File: src/hdl/psg_pkg.sv
// Shared types and constants for the three-voice sound generator.
// No dependencies; imported by every module of the block.
package psg_pkg;

    localparam int unsigned NUM_VOICES = 3;

    // item codes
    localparam logic ACT_WRITE = 1'b0;
    localparam logic ACT_TICK  = 1'b1;

    // configuration register indexes
    localparam logic CFG_TICK_WHOLE = 1'b0;
    localparam logic CFG_TICK_FRAC  = 1'b1;

    localparam logic [7:0]  TICK_WHOLE_RESET = 8'd2;
    localparam logic [15:0] TICK_FRAC_RESET  = 16'd31457;

    // chip register addresses
    localparam logic [3:0] REG_TONE_A_FINE   = 4'd0;
    localparam logic [3:0] REG_TONE_C_COARSE = 4'd5;
    localparam logic [3:0] REG_NOISE_PER     = 4'd6;
    localparam logic [3:0] REG_MIXER         = 4'd7;
    localparam logic [3:0] REG_VOL_A         = 4'd8;
    localparam logic [3:0] REG_ENV_FINE      = 4'd11;
    localparam logic [3:0] REG_ENV_COARSE    = 4'd12;
    localparam logic [3:0] REG_ENV_SHAPE     = 4'd13;

    // envelope shape states
    localparam logic [4:0] ENV_ALT_DOWN  = 5'd10;
    localparam logic [4:0] ENV_ALT_UP    = 5'd14;
    localparam logic [4:0] ENV_HOLD_LOW  = 5'd16;
    localparam logic [4:0] ENV_HOLD_HIGH = 5'd17;

    localparam logic [16:0] LFSR_RESET = 17'd1;

    localparam logic [15:0] VOL_TABLE [16] = '{
        16'h0000, 16'h0385, 16'h053D, 16'h0770, 16'h0AD7, 16'h0FD5, 16'h15B0, 16'h230C,
        16'h2B4C, 16'h43C1, 16'h5A4B, 16'h732F, 16'h9204, 16'hAFF1, 16'hD921, 16'hFFFE
    };

    // Q16 pan weights, voices A, B, C
    localparam logic [15:0] PAN_LEFT  [NUM_VOICES] = '{16'd29491, 16'd32768, 16'd3277};
    localparam logic [15:0] PAN_RIGHT [NUM_VOICES] = '{16'd3277, 16'd32768, 16'd29491};

    localparam logic [16:0] SAMPLE_FULL = 17'd32767;

    typedef struct packed {
        logic       action;
        logic [3:0] reg_addr;
        logic [7:0] reg_value;
    } psg_in_t;

    typedef struct packed {
        logic signed [15:0] left_sample;
        logic signed [15:0] right_sample;
        logic [3:0]         level_a;
        logic [3:0]         level_b;
        logic [3:0]         level_c;
    } psg_out_t;

    typedef struct packed {
        logic [3:0] level_a;
        logic [3:0] level_b;
        logic [3:0] level_c;
    } psg_levels_t;

endpackage

File: src/hdl/psg_core.sv
// Chip state and per-item update: register file, tone/noise dividers,
// LFSR, envelope and voice mixing into three registered levels. Uses psg_pkg.
module psg_core (
    input  logic                 aclk,
    input  logic                 aresetn,
    input  logic                 cfg_we,
    input  logic                 cfg_addr,
    input  logic [15:0]          cfg_wdata,
    input  logic                 s_valid,
    output logic                 s_ready,
    input  psg_pkg::psg_in_t     s_data,
    output logic                 lvl_valid,
    input  logic                 lvl_ready,
    output psg_pkg::psg_levels_t lvl_data
);
    import psg_pkg::*;

    logic [7:0]  tick_whole_reg, tick_whole_next;
    logic [15:0] tick_frac_reg, tick_frac_next;
    logic [7:0]  reg_file_reg [16];
    logic [7:0]  reg_file_next [16];
    logic [15:0] tone_count_reg [NUM_VOICES];
    logic [15:0] tone_count_next [NUM_VOICES];
    logic [NUM_VOICES-1:0] tone_level_reg, tone_level_next;
    logic [15:0] noise_count_reg, noise_count_next;
    logic        noise_gate_reg, noise_gate_next;
    logic [16:0] lfsr_reg, lfsr_next;
    logic [20:0] env_count_reg, env_count_next;
    logic [3:0]  env_phase_reg, env_phase_next;
    logic [4:0]  env_state_reg, env_state_next;
    logic [15:0] frac_reg, frac_next;
    logic        lvl_valid_reg, lvl_valid_next;
    psg_levels_t lvl_reg, lvl_next;

    logic        accept;
    logic [16:0] frac_sum;
    logic [8:0]  ticks;
    logic [16:0] step;
    logic [20:0] env_sum;
    logic [20:0] env_per;
    logic        noise_bit;
    logic [3:0]  env_lvl;
    logic [7:0]  mixer;
    logic [7:0]  vol;
    logic        tdis, ndis, voice_on;
    logic [3:0]  lv [NUM_VOICES];

    // returns {toggle, new count}
    function automatic logic [16:0] div_step(logic [15:0] cnt, logic [15:0] per,
                                             logic [8:0] tk);
        logic [15:0] c;
        logic        tog;
        tog = 1'b0;
        c   = cnt + 16'(tk);
        if ((16'(tk) > per) && (per != 16'd0)) begin
            tog = 1'b1;
            c   = 16'd0;
        end else if (c >= per) begin
            tog = 1'b1;
            c   = c - per;
        end
        return {tog, c};
    endfunction

    function automatic logic [4:0] env_follow(logic [4:0] s);
        logic [4:0] r;
        case (s) inside
            [5'd0:5'd7], 5'd9, 5'd15: r = ENV_HOLD_LOW;
            5'd11, 5'd13:             r = ENV_HOLD_HIGH;
            ENV_ALT_DOWN:             r = ENV_ALT_UP;
            ENV_ALT_UP:               r = ENV_ALT_DOWN;
            default:                  r = s;
        endcase
        return r;
    endfunction

    function automatic logic [3:0] env_value(logic [4:0] s, logic [3:0] ph);
        logic [3:0] r;
        case (s) inside
            [5'd0:5'd3], [5'd8:5'd11]:  r = 4'd15 - ph;
            [5'd4:5'd7], [5'd12:5'd15]: r = ph;
            ENV_HOLD_HIGH:              r = 4'd15;
            default:                    r = 4'd0;
        endcase
        return r;
    endfunction

    assign s_ready   = !lvl_valid_reg || lvl_ready;
    assign accept    = s_valid && s_ready;
    assign lvl_valid = lvl_valid_reg;
    assign lvl_data  = lvl_reg;

    always_comb begin
        tick_whole_next  = tick_whole_reg;
        tick_frac_next   = tick_frac_reg;
        reg_file_next    = reg_file_reg;
        tone_count_next  = tone_count_reg;
        tone_level_next  = tone_level_reg;
        noise_count_next = noise_count_reg;
        noise_gate_next  = noise_gate_reg;
        lfsr_next        = lfsr_reg;
        env_count_next   = env_count_reg;
        env_phase_next   = env_phase_reg;
        env_state_next   = env_state_reg;
        frac_next        = frac_reg;
        lvl_next         = lvl_reg;
        lvl_valid_next   = lvl_valid_reg && !lvl_ready;

        frac_sum  = {1'b0, frac_reg} + {1'b0, tick_frac_reg};
        ticks     = {1'b0, tick_whole_reg} + {8'd0, frac_sum[16]};
        step      = '0;
        env_sum   = env_count_reg + 21'(ticks);
        env_per   = {1'b0, reg_file_reg[REG_ENV_COARSE], reg_file_reg[REG_ENV_FINE], 4'd0};
        noise_bit = 1'b0;
        env_lvl   = '0;
        mixer     = reg_file_reg[REG_MIXER];
        vol       = '0;
        tdis      = 1'b0;
        ndis      = 1'b0;
        voice_on  = 1'b0;
        for (int i = 0; i < NUM_VOICES; i++) begin
            lv[i] = '0;
        end

        if (cfg_we) begin
            unique case (cfg_addr)
                CFG_TICK_WHOLE: tick_whole_next = cfg_wdata[7:0];
                CFG_TICK_FRAC:  tick_frac_next  = cfg_wdata;
                default:        tick_whole_next = tick_whole_reg;
            endcase
        end

        if (accept && (s_data.action == ACT_WRITE)) begin
            reg_file_next[s_data.reg_addr] = s_data.reg_value;
            unique case (s_data.reg_addr) inside
                [REG_TONE_A_FINE:REG_TONE_C_COARSE]:
                    tone_count_next[s_data.reg_addr[2:1]] = 16'd0;
                REG_NOISE_PER: noise_count_next = 16'd0;
                REG_ENV_SHAPE: env_state_next = {1'b0, s_data.reg_value[3:0]};
                default:       noise_count_next = noise_count_reg;
            endcase
        end else if (accept) begin
            frac_next = frac_sum[15:0];

            for (int i = 0; i < NUM_VOICES; i++) begin
                step = div_step(tone_count_reg[i],
                                {4'd0, reg_file_reg[2*i+1][3:0], reg_file_reg[2*i]}, ticks);
                tone_count_next[i] = step[15:0];
                tone_level_next[i] = tone_level_reg[i] ^ step[16];
            end

            step = div_step(noise_count_reg, {8'd0, reg_file_reg[REG_NOISE_PER]}, ticks);
            noise_count_next = step[15:0];
            noise_gate_next  = noise_gate_reg ^ step[16];
            lfsr_next = {lfsr_reg[0] ^ lfsr_reg[3], lfsr_reg[16:1]};
            noise_bit = noise_gate_next & lfsr_next[0];

            env_count_next = env_sum;
            if (env_sum > env_per) begin
                env_count_next = env_sum - env_per;
                if (env_phase_reg == 4'd15) begin
                    env_phase_next = 4'd0;
                    env_state_next = env_follow(env_state_reg);
                end else begin
                    env_phase_next = env_phase_reg + 4'd1;
                end
            end
            env_lvl = env_value(env_state_next, env_phase_next);

            for (int i = 0; i < NUM_VOICES; i++) begin
                tdis     = mixer[i];
                ndis     = mixer[i+3];
                voice_on = (tdis || tone_level_next[i]) && (ndis || noise_bit)
                           && !(tdis && ndis);
                vol      = reg_file_reg[REG_VOL_A + 4'(i)];
                lv[i]    = voice_on ? (vol[4] ? env_lvl : vol[3:0]) : 4'd0;
            end
            lvl_next       = '{level_a: lv[0], level_b: lv[1], level_c: lv[2]};
            lvl_valid_next = 1'b1;
        end
    end

    always_ff @(posedge aclk) begin
        if (!aresetn) begin
            tick_whole_reg  <= TICK_WHOLE_RESET;
            tick_frac_reg   <= TICK_FRAC_RESET;
            for (int i = 0; i < 16; i++) begin
                reg_file_reg[i] <= '0;
            end
            for (int i = 0; i < NUM_VOICES; i++) begin
                tone_count_reg[i] <= '0;
            end
            tone_level_reg  <= '0;
            noise_count_reg <= '0;
            noise_gate_reg  <= 1'b0;
            lfsr_reg        <= LFSR_RESET;
            env_count_reg   <= '0;
            env_phase_reg   <= '0;
            env_state_reg   <= '0;
            frac_reg        <= '0;
            lvl_valid_reg   <= 1'b0;
        end else begin
            tick_whole_reg  <= tick_whole_next;
            tick_frac_reg   <= tick_frac_next;
            reg_file_reg    <= reg_file_next;
            tone_count_reg  <= tone_count_next;
            tone_level_reg  <= tone_level_next;
            noise_count_reg <= noise_count_next;
            noise_gate_reg  <= noise_gate_next;
            lfsr_reg        <= lfsr_next;
            env_count_reg   <= env_count_next;
            env_phase_reg   <= env_phase_next;
            env_state_reg   <= env_state_next;
            frac_reg        <= frac_next;
            lvl_valid_reg   <= lvl_valid_next;
        end
        lvl_reg <= lvl_next;
    end

endmodule

File: src/hdl/psg_mixer.sv
// Output stage: level table, Q16 pan weighting and rounding into the
// registered stereo result. Uses psg_pkg.
module psg_mixer (
    input  logic                 aclk,
    input  logic                 aresetn,
    input  logic                 lvl_valid,
    output logic                 lvl_ready,
    input  psg_pkg::psg_levels_t lvl_data,
    output logic                 m_valid,
    input  logic                 m_ready,
    output psg_pkg::psg_out_t    m_data
);
    import psg_pkg::*;

    logic     m_valid_reg, m_valid_next;
    psg_out_t m_data_reg, m_data_next;
    logic [3:0]  lv [NUM_VOICES];
    logic [32:0] acc_left, acc_right;
    logic [16:0] rnd_left, rnd_right;

    function automatic logic [32:0] weigh(logic [15:0] w, logic [3:0] l);
        return 33'(32'(w) * 32'(VOL_TABLE[l]));
    endfunction

    assign lvl_ready = !m_valid_reg || m_ready;
    assign m_valid   = m_valid_reg;
    assign m_data    = m_data_reg;

    always_comb begin
        lv[0] = lvl_data.level_a;
        lv[1] = lvl_data.level_b;
        lv[2] = lvl_data.level_c;
        acc_left  = 33'd32768;
        acc_right = 33'd32768;
        for (int i = 0; i < NUM_VOICES; i++) begin
            acc_left  = acc_left + weigh(PAN_LEFT[i], lv[i]);
            acc_right = acc_right + weigh(PAN_RIGHT[i], lv[i]);
        end
        rnd_left  = SAMPLE_FULL - acc_left[32:16];
        rnd_right = SAMPLE_FULL - acc_right[32:16];

        m_data_next  = m_data_reg;
        m_valid_next = m_valid_reg && !m_ready;
        if (lvl_valid && lvl_ready) begin
            m_data_next.left_sample  = rnd_left[15:0];
            m_data_next.right_sample = rnd_right[15:0];
            m_data_next.level_a      = lvl_data.level_a;
            m_data_next.level_b      = lvl_data.level_b;
            m_data_next.level_c      = lvl_data.level_c;
            m_valid_next             = 1'b1;
        end
    end

    always_ff @(posedge aclk) begin
        if (!aresetn) begin
            m_valid_reg <= 1'b0;
        end else begin
            m_valid_reg <= m_valid_next;
        end
        m_data_reg <= m_data_next;
    end

endmodule

File: src/hdl/psg_three_voice_sound_generator_unit.sv
// Top level of the three-voice sound generator: state/update stage feeding
// the stereo output stage. Uses psg_pkg, psg_core and psg_mixer.
// Throughput: one item per cycle, write or tick, while the result side takes transfers.
// A tick's result is registered first in the level register, then in the output register;
// a register write gives no result and takes effect for the next item.
// Reset: synchronous on aresetn low; all chip state clears, LFSR loads 1, tick config
// returns to 2 + 31457/65536, and both pipeline stages empty.
module psg_three_voice_sound_generator_unit (
    input  logic              aclk,
    input  logic              aresetn,
    input  logic              cfg_we,
    input  logic              cfg_addr,
    input  logic [15:0]       cfg_wdata,
    input  logic              s_valid,
    output logic              s_ready,
    input  psg_pkg::psg_in_t  s_data,
    output logic              m_valid,
    input  logic              m_ready,
    output psg_pkg::psg_out_t m_data
);
    import psg_pkg::*;

    logic        lvl_valid;
    logic        lvl_ready;
    psg_levels_t lvl_data;

    psg_core u_core (
        .aclk      (aclk),
        .aresetn   (aresetn),
        .cfg_we    (cfg_we),
        .cfg_addr  (cfg_addr),
        .cfg_wdata (cfg_wdata),
        .s_valid   (s_valid),
        .s_ready   (s_ready),
        .s_data    (s_data),
        .lvl_valid (lvl_valid),
        .lvl_ready (lvl_ready),
        .lvl_data  (lvl_data)
    );

    psg_mixer u_mixer (
        .aclk      (aclk),
        .aresetn   (aresetn),
        .lvl_valid (lvl_valid),
        .lvl_ready (lvl_ready),
        .lvl_data  (lvl_data),
        .m_valid   (m_valid),
        .m_ready   (m_ready),
        .m_data    (m_data)
    );

endmodule

File: config.mk
export PLATFORM = sky130hd
export DESIGN_NAME = psg_three_voice_sound_generator_unit
export DESIGN_NICKNAME = d
export VERILOG_FILES = /design/src/hdl/psg_pkg.sv /design/src/hdl/psg_core.sv /design/src/hdl/psg_mixer.sv /design/src/hdl/psg_three_voice_sound_generator_unit.sv
export SDC_FILE = /design/constraint.sdc
export NUM_CORES = 2
export LEC_CHECK = 0
export BUFFER_PORTS_ARGS = -buffer_cell sky130_fd_sc_hd__buf_2
export CAP_MARGIN = 20
export CORE_AREA = 2 2 289 291
export CTS_CLUSTER_DIAMETER = 60
export DETAILED_ROUTE_END_ITERATION = 16
export DIE_AREA = 0 0 291 293
export PLACE_DENSITY_LB_ADDON = 0.12
export SYNTH_ARGS = -nofsm -noshare
export SYNTH_HDL_FRONTEND = slang
export SYNTH_SLANG_ARGS = --single-unit
File: constraint.sdc
create_clock -name aclk -period 9.6 [get_ports aclk]
set_clock_uncertainty 0.1 [all_clocks]
set_input_delay 2.88 -clock aclk [delete_from_list [all_inputs] [get_ports aclk]]
set_output_delay 2.88 -clock aclk [all_outputs]
set_load 0.005 [all_outputs]
==> results_dict.tcl <==
set metrics [dict create \
    timing.critical_path.max_delay_family "adder cells" \
    regToRegSetupSlack_ns 0.42 \
    wl_met3_mm 3.251 \
    detailroute.wirelength.met2_mm 49.18 \
    dpl_worst_slack_ns 0.03957 \
    period_needed_ns 9.176 \
    synth_top_cells_by_count "inv_1 (765), ha_1 (621), fa_1 (384), nor2_1 (342), nand2_1 (301)" \
    drc 0 \
    post_cts_hold_buffer_count 0 \
    ys.warnings.count 0 \
    clk_root_buffer_cell "clkbuf_16" \
    post_synth_arst_share 0 \
    maxSlewViolCount 0 \
    synth_top_area_frac 0.2066 \
    synthFlopType "dfxtp_1" \
    netlist.top_cell.by_area "ha_1" \
    syn-cell-area_mm2 0.03761 \
    critical_path_required_time_ns 9.84 \
    num_rows 105 \
    postRouteAntennaNets 0 \
    area_growth_pct 10.96 \
    critPathBufInv 11 \
    wire_length_of_the_first_global_routing_pass_mm 162.1 \
    yosysUniqueCellTypes 100 \
    postSynthAreaPerCell_um2 8.878 \
    clkSlewWorstSetupHoldPaths_ns 0.06 \
    critPathSlowestCell "fa_1" \
    synth_edf_count 56 \
    gp_congestion 0.9204 \
    max_cap_violations 0 \
    cts-buffers-inserted 43 \
    min-delay-path-class "reg2reg" \
    tritoncts "yes" \
    finalCritPeriodShare 0.9559 \
    portion_of_the_post_synthesis_area_used_by_sequential_elements 0.1714 \
    critical-path-max-stage-delay_ns 0.54 \
    design.die.area_mm2 0.08526 \
    layout-drive-gt1-share 0.08636 \
    via_count 28913 \
    maxClockFrequency_mhz 109.0 \
    initial_core_util 0.4595 \
    globalRoute.totalOverflow 0 \
    most_instantiated_library_cell_after_synthesis "inv_1" \
    timing.slew.headroom 0.3354 \
    buffer_ports.inserted 80 \
    worst_pin_slew_ns 0.9933 \
    core_mm2 0.08185 \
    placement.cell_area_mm2 0.03997 \
    layout.cell_area.non_filler_mm2 0.04173 \
    clockBufferDepth 3 \
    layout.nets 5442 \
    critical_path_class "reg2reg" \
    ys_top_cells_by_area "ha_1 (21%), fa_1 (20%), dfxtp_1 (13%), inv_1 (7.6%), edfxtp_1 (4.5%)" \
    number_of_global_route_vias_before_repair 29480 \
    largest_fanout_on_the_critical_path 9 \
    highest_routed_metal_layer "met4" \
    viasPerCell 5.252 \
    antenna_found_initial 0 \
    num_io_pins 81 \
    final_hold_viol_count 0 \
    crit_path_end_kind "flop" \
    timing.final.setup_violations 0 \
    grt_use_total 0.2410 \
    worst-endpoint-arrival_ns 9.42 \
    diodes 0 \
    routed_wl_mm 101.2 \
    firstDrtPassIters 5 \
    clk_latency_ns 0.60 \
    final_core_util 0.5098 \
    grt_max_degree 83 \
    fp.dieH_um 293 \
    route.detailed.wl_per_inst_um 18.39 \
    critical_path.most_common_cell "fa_1" \
    syn-num-nets 5276 \
    synthCells 4236 \
    cts.sink_count 294 \
    critPathLaunchType "flop" \
    rsz0062_at_grt "yes" \
    first_iter_violations 1472 \
    wl_met1_mm 45.93 \
    cts-htree-levels 2 \
    floorplan.die.width_um 291 \
    largest_register_ffs 59 \
    postSynthRegisterBits 294 \
    worst_slack_ns 0.4237 \
    run_status "complete, no violations" \
    hpwl_after_dpl_mm 83.25 \
]
==> routing by layer <==
layer / vias up / global-route usage
met3: 143 / 0.02292
met1: 13927 / 0.3154
li1: 14383 / -
met4: 0 / 0.06849
met2: 460 / 0.4236
met5: - / 0
==> tightest hold or removal path, cell delays in order (launching register included) <==
cell and delay, ns:
dfxtp_1 0.31, nand2_1 0.05, a21oi_1 0.05
==> through the flow <==
stage / hold slack, ns / setup TNS (ns) / instances
global placement: 0.3379 / 0 / 5421
global route: 0.3704 / -0.07286 / 5505
CTS: 0.3529 / 0 / 5499
floorplan: 0.3244 / 0 / 4236
detailed placement: 0.3423 / 0 / 5421
finish: 0.3500 / 0 / 5505
==> placed cells by master, fill, tap and decap left out, types with 52 or more instances in the layout <==
master and count:
xor2_1 65, xnor2_1 125, o21ai_0 82, inv_1 762
buf_2 80, buf_4 128, a21o_1 52, ha_1 615
fa_1 383, o21ai_1 76, mux2i_1 121, dfxtp_1 238
nor2_1 340, edfxtp_1 56, nand3_1 69, a21oi_1 224
nand2_1 299
==> logic make-up (layout without fill, tap and decap cells) <==
logic type / count (synthesis) / count (layout) / synth area share
simple gates: 1021 / 1021 / 0.1252
fa+ha+maj: 1005 / 1005 / 0.4110
buf+inv: 860 / 1059 / 0.08627
compound gates: 726 / 726 / 0.1239
flops: 294 / 294 / 0.1714
xor+xnor: 198 / 198 / 0.04671
mux: 132 / 132 / 0.03550
==> what timing repair did <==
action,4_1_cts,5_1_grt
endpoints found under the setup margin,0,20
gates resized for setup,0,57
setup buffers,0,6
==> cell type report <==
cell class	count	area, um2
well taps	1070	1339
inverters	770	2899
clock buffers	53	1204
fillers	7873	40120
repair buffers	211	1404
flip-flops and latches	294	6446
multi-input cells	3082	28160
clock inverters	25	272.8
==> worst paths after layout <==
kind / from / to / depth (start not counted)
max: u_core.lvl_data[8]$_SDFFCE_PN0P_ / u_mixer.m_data[23]$_DFFE_PP_ / 38
min: u_core.lfsr_reg[7]$_SDFFE_PN0P_ / u_core.lfsr_reg[6]$_SDFFE_PN0P_ / 2
max reg2reg: u_core.lvl_data[8]$_SDFFCE_PN0P_ / u_mixer.m_data[23]$_DFFE_PP_ / 38
min reg2reg: u_core.lfsr_reg[7]$_SDFFE_PN0P_ / u_core.lfsr_reg[6]$_SDFFE_PN0P_ / 2
Power is left out: the tool's default activity adds up to more than one toggle a clock period on the data nets, which glitch-free logic cannot reach.
